==> src/cdq_pkg.sv <==
// Shared constants, types and pointer helpers for the circular deque.
// No dependencies; every other file of the block imports this package.
`timescale 1ns / 1ps
`default_nettype none

package cdq_pkg;

    // Storage geometry
    localparam int DEPTH      = 64;
    localparam int DATA_WIDTH = 32;
    localparam int ADDR_W     = (DEPTH > 1) ? $clog2(DEPTH) : 1;
    localparam int CNT_W      = $clog2(DEPTH + 1);

    // Fixed port widths
    localparam int REQ_W = 3;
    localparam int OUT_W = 32;
    localparam int CFG_W = 7;

    // Request codes
    localparam logic [REQ_W-1:0] REQ_INS_FRONT = 3'd0;
    localparam logic [REQ_W-1:0] REQ_INS_REAR  = 3'd1;
    localparam logic [REQ_W-1:0] REQ_REM_FRONT = 3'd2;
    localparam logic [REQ_W-1:0] REQ_REM_REAR  = 3'd3;
    localparam logic [REQ_W-1:0] REQ_PEEK      = 3'd4;

    // Controller states
    typedef enum logic [1:0] {
        ST_IDLE,
        ST_READ,
        ST_RESP
    } state_t;

    // Controller to datapath commands
    typedef struct packed {
        logic exec;   // apply the request being accepted
        logic rd;     // read front and rear entries into the output register
    } cmd_t;

    // Step a slot pointer up, wrapping at the capacity
    function automatic logic [ADDR_W-1:0] slot_up(input logic [ADDR_W-1:0] s,
                                                  input logic [CNT_W-1:0]  cap);
        logic [CNT_W:0] sum;
        sum = (CNT_W + 1)'(s) + (CNT_W + 1)'(1);
        if (sum >= (CNT_W + 1)'(cap))
            return '0;
        return ADDR_W'(sum);
    endfunction

    // Step a slot pointer down, wrapping to capacity minus one
    function automatic logic [ADDR_W-1:0] slot_down(input logic [ADDR_W-1:0] s,
                                                    input logic [CNT_W-1:0]  cap);
        if (s == '0)
            return ADDR_W'(cap - CNT_W'(1));
        return s - ADDR_W'(1);
    endfunction

    // Clamp a written capacity into 1..DEPTH
    function automatic logic [CNT_W-1:0] clamp_cap(input logic [CFG_W-1:0] v);
        logic [31:0] wide;
        wide = 32'(v);
        if (wide == 32'd0)
            return CNT_W'(1);
        if (wide > 32'(DEPTH))
            return CNT_W'(DEPTH);
        return CNT_W'(wide);
    endfunction

endpackage

`default_nettype wire

==> src/cdq_req_if.sv <==
// Request channel: valid/ready handshake with request code and insert value.
// Depends on cdq_pkg for the field widths.
`timescale 1ns / 1ps
`default_nettype none

interface cdq_req_if;
    import cdq_pkg::*;

    logic                    valid;
    logic                    ready;
    logic [REQ_W-1:0]        req_type;
    logic signed [OUT_W-1:0] insert_value;

    modport source (output valid, output req_type, output insert_value, input ready);
    modport sink   (input valid, input req_type, input insert_value, output ready);
endinterface

`default_nettype wire

==> src/cdq_rsp_if.sv <==
// Response channel: valid/ready handshake with status flags and end values.
// Depends on cdq_pkg for the field widths.
`timescale 1ns / 1ps
`default_nettype none

interface cdq_rsp_if;
    import cdq_pkg::*;

    logic                    valid;
    logic                    ready;
    logic                    accepted;
    logic signed [OUT_W-1:0] front_value;
    logic signed [OUT_W-1:0] rear_value;
    logic                    empty_flag;
    logic                    full_flag;

    modport source (output valid, output accepted, output front_value,
                    output rear_value, output empty_flag, output full_flag, input ready);
    modport sink   (input valid, input accepted, input front_value,
                    input rear_value, input empty_flag, input full_flag, output ready);
endinterface

`default_nettype wire

==> src/cdq_ctrl.sv <==
// Sequencing FSM for the deque: accept a request, read the ends, hold the response.
// Depends on cdq_pkg (state_t, cmd_t).
`timescale 1ns / 1ps
`default_nettype none

module cdq_ctrl (
    input  wire logic         clk,
    input  wire logic         rst_n,
    input  wire logic         req_valid,
    output logic              req_ready,
    output logic              rsp_valid,
    input  wire logic         rsp_ready,
    output cdq_pkg::cmd_t     cmd
);
    import cdq_pkg::*;

    state_t state_reg;
    state_t state_next;

    // State register
    always_ff @(posedge clk or negedge rst_n)
    begin
        if (!rst_n)
            state_reg <= ST_IDLE;
        else
            state_reg <= state_next;
    end

    // Next state
    always_comb
    begin
        state_next = state_reg;
        unique case (state_reg)
            ST_IDLE: if (req_valid) state_next = ST_READ;
            ST_READ: state_next = ST_RESP;
            ST_RESP: if (rsp_ready) state_next = ST_IDLE;
            default: state_next = ST_IDLE;
        endcase
    end

    // Outputs
    always_comb
    begin
        req_ready = 1'b0;
        rsp_valid = 1'b0;
        cmd       = '0;
        unique case (state_reg)
            ST_IDLE:
            begin
                req_ready = 1'b1;
                cmd.exec  = req_valid;
            end
            ST_READ: cmd.rd = 1'b1;
            ST_RESP: rsp_valid = 1'b1;
            default: ;
        endcase
    end

endmodule

`default_nettype wire

==> src/cdq_dp.sv <==
// Deque datapath: ring memory, front/rear pointers, entry count, capacity
// register and the response register. Depends on cdq_pkg.
`timescale 1ns / 1ps
`default_nettype none

module cdq_dp (
    input  wire logic                             clk,
    input  wire logic                             rst_n,
    input  wire cdq_pkg::cmd_t                    cmd,
    input  wire logic                             cfg_we,
    input  wire logic [cdq_pkg::CFG_W-1:0]        cfg_wdata,
    input  wire logic [cdq_pkg::REQ_W-1:0]        req_type,
    input  wire logic signed [cdq_pkg::OUT_W-1:0] insert_value,
    output logic                                  accepted,
    output logic signed [cdq_pkg::OUT_W-1:0]      front_value,
    output logic signed [cdq_pkg::OUT_W-1:0]      rear_value,
    output logic                                  empty_flag,
    output logic                                  full_flag
);
    import cdq_pkg::*;

    logic [DATA_WIDTH-1:0] ring_mem [DEPTH];

    logic [CNT_W-1:0]  cap_reg;
    logic [ADDR_W-1:0] front_reg, front_next;
    logic [ADDR_W-1:0] rear_reg, rear_next;
    logic [CNT_W-1:0]  count_reg, count_next;
    logic              accepted_reg, accepted_next;
    logic              empty_reg, full_reg;
    logic [DATA_WIDTH-1:0] front_rd_reg, rear_rd_reg;

    logic              is_full, is_empty;
    logic              wr_en;
    logic [ADDR_W-1:0] wr_addr;
    logic [CNT_W-1:0]  cap_new;

    assign is_full  = (count_reg == cap_reg);
    assign is_empty = (count_reg == '0);
    assign cap_new  = clamp_cap(cfg_wdata);

    // Request decode and pointer update
    always_comb
    begin
        front_next    = front_reg;
        rear_next     = rear_reg;
        count_next    = count_reg;
        accepted_next = 1'b0;
        wr_en         = 1'b0;
        wr_addr       = front_reg;
        unique case (req_type)
            REQ_INS_FRONT:
            begin
                if (!is_full)
                begin
                    wr_en         = 1'b1;
                    wr_addr       = front_reg;
                    front_next    = slot_up(front_reg, cap_reg);
                    count_next    = count_reg + CNT_W'(1);
                    accepted_next = 1'b1;
                end
            end
            REQ_INS_REAR:
            begin
                if (!is_full)
                begin
                    wr_en         = 1'b1;
                    wr_addr       = rear_reg;
                    rear_next     = slot_down(rear_reg, cap_reg);
                    count_next    = count_reg + CNT_W'(1);
                    accepted_next = 1'b1;
                end
            end
            REQ_REM_FRONT:
            begin
                if (!is_empty)
                begin
                    front_next    = slot_down(front_reg, cap_reg);
                    count_next    = count_reg - CNT_W'(1);
                    accepted_next = 1'b1;
                end
            end
            REQ_REM_REAR:
            begin
                if (!is_empty)
                begin
                    rear_next     = slot_up(rear_reg, cap_reg);
                    count_next    = count_reg - CNT_W'(1);
                    accepted_next = 1'b1;
                end
            end
            REQ_PEEK: accepted_next = 1'b1;
            default: ;
        endcase
    end

    // Queue state; a capacity write empties the queue
    always_ff @(posedge clk or negedge rst_n)
    begin
        if (!rst_n)
        begin
            cap_reg   <= CNT_W'(DEPTH);
            front_reg <= '0;
            rear_reg  <= ADDR_W'(DEPTH - 1);
            count_reg <= '0;
        end
        else if (cfg_we)
        begin
            cap_reg   <= cap_new;
            front_reg <= '0;
            rear_reg  <= ADDR_W'(cap_new - CNT_W'(1));
            count_reg <= '0;
        end
        else if (cmd.exec)
        begin
            front_reg <= front_next;
            rear_reg  <= rear_next;
            count_reg <= count_next;
        end
    end

    // Response flags, captured with the request
    always_ff @(posedge clk)
    begin
        if (cmd.exec)
        begin
            accepted_reg <= accepted_next;
            empty_reg    <= (count_next == '0);
            full_reg     <= (count_next == cap_reg);
        end
    end

    // Ring memory: one write port, two registered read ports
    always_ff @(posedge clk)
    begin
        if (cmd.exec && wr_en)
            ring_mem[wr_addr] <= DATA_WIDTH'(insert_value);
    end

    always_ff @(posedge clk)
    begin
        if (cmd.rd)
        begin
            front_rd_reg <= ring_mem[slot_down(front_reg, cap_reg)];
            rear_rd_reg  <= ring_mem[slot_up(rear_reg, cap_reg)];
        end
    end

    // Response payload; an empty queue reports all ones
    assign accepted    = accepted_reg;
    assign empty_flag  = empty_reg;
    assign full_flag   = full_reg;
    assign front_value = empty_reg ? '1 : OUT_W'(front_rd_reg);
    assign rear_value  = empty_reg ? '1 : OUT_W'(rear_rd_reg);

endmodule

`default_nettype wire

==> src/circular_deque.sv <==
// Top level of the circular deque: controller FSM plus datapath.
// Depends on cdq_pkg, cdq_req_if, cdq_rsp_if, cdq_ctrl and cdq_dp.
//
//   Channel   Dir   Handshake        Payload
//   req       in    valid/ready      req_type, insert_value
//   rsp       out   valid/ready      accepted, front_value, rear_value, empty_flag, full_flag
//   cfg       in    cfg_we           cfg_wdata (capacity, clamped to 1..DEPTH)
//
// A request is handled in order: the accept cycle updates the pointers and writes the
// ring, the next cycle reads both ends from the ring memory, and the response state then
// presents the response beat. One request is in flight.
// A response beat holds until taken; req.ready stays low meanwhile.
// Reset empties the queue with capacity DEPTH; the ring contents are not cleared.
`timescale 1ns / 1ps
`default_nettype none

module circular_deque (
    input  wire logic                      clk,
    input  wire logic                      rst_n,
    cdq_req_if.sink                        req,
    cdq_rsp_if.source                      rsp,
    input  wire logic                      cfg_we,
    input  wire logic [cdq_pkg::CFG_W-1:0] cfg_wdata
);
    import cdq_pkg::*;

    cmd_t cmd;

    // Sequencer
    cdq_ctrl u_ctrl (
        .clk       (clk),
        .rst_n     (rst_n),
        .req_valid (req.valid),
        .req_ready (req.ready),
        .rsp_valid (rsp.valid),
        .rsp_ready (rsp.ready),
        .cmd       (cmd)
    );

    // Storage and pointers
    cdq_dp u_dp (
        .clk          (clk),
        .rst_n        (rst_n),
        .cmd          (cmd),
        .cfg_we       (cfg_we),
        .cfg_wdata    (cfg_wdata),
        .req_type     (req.req_type),
        .insert_value (req.insert_value),
        .accepted     (rsp.accepted),
        .front_value  (rsp.front_value),
        .rear_value   (rsp.rear_value),
        .empty_flag   (rsp.empty_flag),
        .full_flag    (rsp.full_flag)
    );

endmodule

`default_nettype wire

==> src/flat_wrapper.sv <==
// flat-port wrapper written by rule: the top's interface ports become plain ports
module circular_deque_flat import cdq_pkg::*;
  (clk, rst_n, cfg_we, cfg_wdata, req_valid, req_req_type, req_insert_value, req_ready, rsp_valid, rsp_accepted, rsp_front_value, rsp_rear_value, rsp_empty_flag, rsp_full_flag, rsp_ready);
  cdq_req_if req_i ();
  cdq_rsp_if rsp_i ();
  input  wire logic clk;
  input  wire logic rst_n;
  input  wire logic cfg_we;
  input  wire logic [cdq_pkg::CFG_W-1:0] cfg_wdata;
  input wire logic [$bits(req_i.valid)-1:0] req_valid;
  input wire logic [$bits(req_i.req_type)-1:0] req_req_type;
  input wire logic [$bits(req_i.insert_value)-1:0] req_insert_value;
  output wire logic [$bits(req_i.ready)-1:0] req_ready;
  output wire logic [$bits(rsp_i.valid)-1:0] rsp_valid;
  output wire logic [$bits(rsp_i.accepted)-1:0] rsp_accepted;
  output wire logic [$bits(rsp_i.front_value)-1:0] rsp_front_value;
  output wire logic [$bits(rsp_i.rear_value)-1:0] rsp_rear_value;
  output wire logic [$bits(rsp_i.empty_flag)-1:0] rsp_empty_flag;
  output wire logic [$bits(rsp_i.full_flag)-1:0] rsp_full_flag;
  input wire logic [$bits(rsp_i.ready)-1:0] rsp_ready;
  assign req_i.valid = req_valid;
  assign req_i.req_type = req_req_type;
  assign req_i.insert_value = req_insert_value;
  assign req_ready = req_i.ready;
  assign rsp_valid = rsp_i.valid;
  assign rsp_accepted = rsp_i.accepted;
  assign rsp_front_value = rsp_i.front_value;
  assign rsp_rear_value = rsp_i.rear_value;
  assign rsp_empty_flag = rsp_i.empty_flag;
  assign rsp_full_flag = rsp_i.full_flag;
  assign rsp_i.ready = rsp_ready;
  circular_deque u_core (.clk(clk), .rst_n(rst_n), .req(req_i), .rsp(rsp_i), .cfg_we(cfg_we), .cfg_wdata(cfg_wdata));
endmodule
==> config.mk <==
export PLATFORM = sky130hd
export DESIGN_NAME = circular_deque_flat
export DESIGN_NICKNAME = d
export VERILOG_FILES = /design/src/cdq_pkg.sv /design/src/cdq_req_if.sv /design/src/cdq_rsp_if.sv /design/src/cdq_ctrl.sv /design/src/cdq_dp.sv /design/src/circular_deque.sv /design/src/flat_wrapper.sv
export SDC_FILE = /design/constraint.sdc
export NUM_CORES = 2
export LEC_CHECK = 0
export BUFFER_PORTS_ARGS = -buffer_cell sky130_fd_sc_hd__buf_2
export CORE_MARGIN = 4
export CORE_UTILIZATION = 30
export CTS_BUF_LIST = sky130_fd_sc_hd__clkbuf_4
export CTS_CLUSTER_DIAMETER = 40
export DETAILED_ROUTE_END_ITERATION = 10
export GPL_ROUTABILITY_DRIVEN = 0
export PLACE_DENSITY = 0.4
export SYNTH_ARGS = -nofsm -noshare
export SYNTH_HDL_FRONTEND = slang
export SYNTH_HIERARCHICAL = 1
export SYNTH_SLANG_ARGS = --single-unit
==> constraint.sdc <==
create_clock -name clk -period 6.6 [get_ports clk]
set_input_delay 0.33 -clock clk [delete_from_list [all_inputs] [get_ports clk]]
set_output_delay 0.33 -clock clk [all_outputs]
set_load 0.01 [all_outputs]
==> run_results.csv <==
group,metric,value,unit
global_route,grt_pass1_wl,724000,µm
yosys,yosysTopAreaCellShare,0.620,
final_layout,stdcell_area,121000,µm²
global_route,grt_pass1_vias,79300,
hold_path,min_delay_worst_endpoint,"u_core/u_dp/ring_mem[52][11]",
floorplanning,num_rows,214,
timing,relSlewSlack,0.0462,
detailed_routing,route.detailed.drc,0,
yosys,yosysMostFrequentCell,"edfxtp_1",
placement,port_buffers,115,
timing,max_freq,0.174,GHz
run,cap_violations,0,
yosys,yosys.area.top_type,"edfxtp_1",
yosys,synth.distinct_cells,83,
cts,cts_made_buffers,633,
timing,fin_crit,5.76,ns
critical_path,arrival,7.07,ns
power_and_ir_drop,p_leak,40.5,nW
final_layout,largest_reg_flops,2048,
floorplanning,coreArea,340000,µm²
yosys,yosysSeqAreaShare,0.627,
critical_path,r2r-end,"u_core/u_dp/rear_rd_reg[10]",
hold_path,worstHoldStart,"req_insert_value[11]",
detailed_routing,num_vias,81900,
global_route,grt_max_degree,75,
yosys,synth_enable_flop_cells,2115,
timing,drv_slew,0,
global_route,grt_overflow,0,
final_layout,drive_gt1_frac,0.256,
critical_path,r2r-start,"u_core/u_dp/rear_reg[0]",
cts,clock-root-buffer,"clkbuf_4",
global_route,grt_antenna_before_repair,55,
critical_path,cp.required,7.91,ns
yosys,syn_nets,7675,
power_and_ir_drop,irDropWorstVdd,267,µV
timing,fin_setup_tns,0,ns
critical_path,worstPathMaxFanout,22,
power_and_ir_drop,power_per_cell_area,374,nW/µm²
cts,clkTransAtPathRegs,0.06,ns
floorplanning,die_y,592,µm
cts,cts_sinks,2143,
cts,cts.path.max_buffers,4,
yosys,syn-cell-area,102000,µm²
placement,dp_hpwl,334000,µm
timing,fin_crit_sh,0.873,
cts,cts-resized-gates,0,
critical_path,cp-start-kind,"flip-flop",
floorplanning,pin_count,116,
yosys,synthTopCellsByCount,"2115 x edfxtp_1, 995 x nand2_1, 635 x mux2i_1",
detailed_routing,drtAntennaViolNets,0,
yosys,synth-seq-cells,2143,
detailed_routing,wl,548000,µm
outcome,status,"complete, no violations",
yosys,synth-warning-count,6,
cts,h-tree-depth,6,
cts,cts_tree,"built",
final_layout,final_nets,8417,
global_route,gr-usage-all-layers,0.303,
timing,worstMarginPinSlew,1.43,ns
final_layout,n_fill_cell,33100,
floorplanning,start_util,0.301,
critical_path,r2r_cells,14,
detailed_routing,wl_per_cell,41.0,µm
critical_path,end_kind,"flip-flop",
detailed_routing,viasPerCell,6.13,
hold_path,hold_path_class,"in -> reg",
hold_path,hold_path_depth,2,
critical_path,rrSetupSlack,0.84,ns
yosys,ys.flop_type,"edfxtp_1",
timing,rsz0062_at_grt,"false",
floorplanning,die_w,592,µm
yosys,synthTopCellsByArea,"edfxtp_1 62%, mux4_2 6.8%, mux2i_1 6.2%, nand2_1 3.6%, o21ai_0 2.0%",
floorplanning,fp.dieArea,351000,µm²
timing,finalSetupViolCount,0,
yosys,avgSynthCellArea,13.5,µm²
placement,place_area,112000,µm²
yosys,postSynthCellCount,7604,
detailed_routing,drt_iter0_drc,12600,
timing,hold_viol_final,0,
critical_path,path_class,"reg -> reg",
timing,hold-worst-slack,0.114,ns
cts,postCtsSetupBuffers,0,
timing,skew,0.125,ns
cts,clk_latency,1.63,ns
yosys,ys_async_sr_fraction,0.0131,
final_layout,syn2layout_area_growth,18.4,%
detailed_routing,dr.pass1.iters,6,
worst max path at each step:
stage | from | to | slack [ns] | cells after the start
finish | u_core/u_dp/rear_reg[0] | u_core/u_dp/rear_rd_reg[10] | 0.84 | 14
global route | u_core/u_dp/cap_reg[0] | u_core/u_dp/ring_mem[56][19] | 0.82 | 11
CTS | u_core/u_dp/count_reg[5] | u_core/u_dp/ring_mem[56][20] | 1.05 | 10
detailed placement | u_core/u_dp/rear_reg[0] | u_core/u_dp/rear_rd_reg[10] | 1.07 | 14
global placement | u_core/u_dp/rear_reg[0] | u_core/u_dp/rear_rd_reg[25] | 1.04 | 15
floorplan | u_core/u_dp/rear_reg[0] | u_core/u_dp/ring_mem[15][0] | 1.93 | 11
power breakdown:
part | internal [mW] | total, mW | switching, mW
Clock | 6.80 | 13.1 | 6.29
Combinational | 4.77 | 16.6 | 11.8
Sequential | 15.3 | 15.6 | 0.316
Total | 26.9 | 45.3 | 18.4
placed cells by master (no fill, tap or decap), drive strengths merged, types with 21 or more instances in the layout:
cell | synthesis | layout
a211oi | 77 | 77
nand4 | 24 | 24
nand3 | 304 | 304
xnor2 | 21 | 21
mux2i | 636 | 636
clkinv | 1 | 146
o221a | 66 | 66
edfxtp | 2115 | 2115
ha | 24 | 24
a221oi | 70 | 70
nor2 | 257 | 257
a21oi | 388 | 388
dlygate4sd3 | 0 | 115
buf | 226 | 609
o31ai | 26 | 26
nor4 | 22 | 22
o221ai | 209 | 209
or2 | 66 | 66
clkbuf | 392 | 903
mux2 | 78 | 78
dfrtp | 21 | 21
inv | 26 | 43
nand2 | 996 | 996
diode | 0 | 27
a21boi | 32 | 32
mux4 | 310 | 310
and3 | 67 | 67
o211ai | 42 | 42
a31oi | 96 | 96
o22ai | 165 | 165
o21ai | 407 | 407
nor3 | 73 | 73
a2111oi | 28 | 28
nand2b | 40 | 40
or4 | 25 | 25
cell families after synthesis:
| logic type | after synthesis | share of synthesized area |
|---|---|---|
| flops | 2143 | 0.627 |
| simple gates | 1948 | 0.0848 |
| compound gates | 1785 | 0.117 |
| mux | 1024 | 0.139 |
| buf+inv | 645 | 0.0267 |
| xor+xnor | 35 | 0.00299 |
| fa+ha+maj | 24 | 0.00293 |
final cells by class:
cell class | instances | area, µm² | share of cell area
antenna | 27 | 67.6 | 0.000557
clock buffer | 903 | 6780 | 0.0559
clock inverter | 195 | 1270 | 0.0105
inverter | 27 | 114 | 0.000939
multi-input combinational | 4816 | 36400 | 0.300
sequential | 2143 | 64200 | 0.530
tap | 4536 | 5680 | 0.0468
timing repair buffer | 725 | 6770 | 0.0558
stage by stage:
step,utilization,std cells,worst slack (ns),power (mW)
after floorplan,-,7604,1.93,23.1
after global placement,0.330,12100,1.04,32.1
after detailed placement,0.330,12100,1.07,32.0
after CTS,0.357,13300,1.05,45.2
after global routing,0.357,13400,0.824,46.6
final,0.357,13400,0.836,45.3
per-layer routing:
| layer | track usage | vias up | part of all wire |
|---|---|---|---|
| met5 | 0 | - | 0.00028 |
| met2 | 0.457 | 5697 | 0.44 |
| met1 | 0.415 | 42800 | 0.41 |
| met3 | 0.0676 | 1164 | 0.097 |
| li1 | - | 32200 | - |
| met4 | 0.138 | 22 | 0.049 |
what timing repair did:
action,in CTS,in global routing
hold buffers,117,0
endpoints found under the setup margin,0,0
endpoints found under the hold margin,2110,0
critical path, cell delays in order, from the launching register on:
cell and delay, ns:
dfstp_4 0.89, ha_1 0.30, nand3_1 0.11, xor2_1 0.24, inv_1 0.16, ha_1 0.34, a21o_1 0.24, a21o_1 0.35
a21oi_4 0.28, buf_4 0.53, nand2_2 0.12, buf_4 0.27, nor2_2 0.84, o221ai_1 0.51, and3_1 0.33
Note: power is estimated with default switching activity, not from simulation.
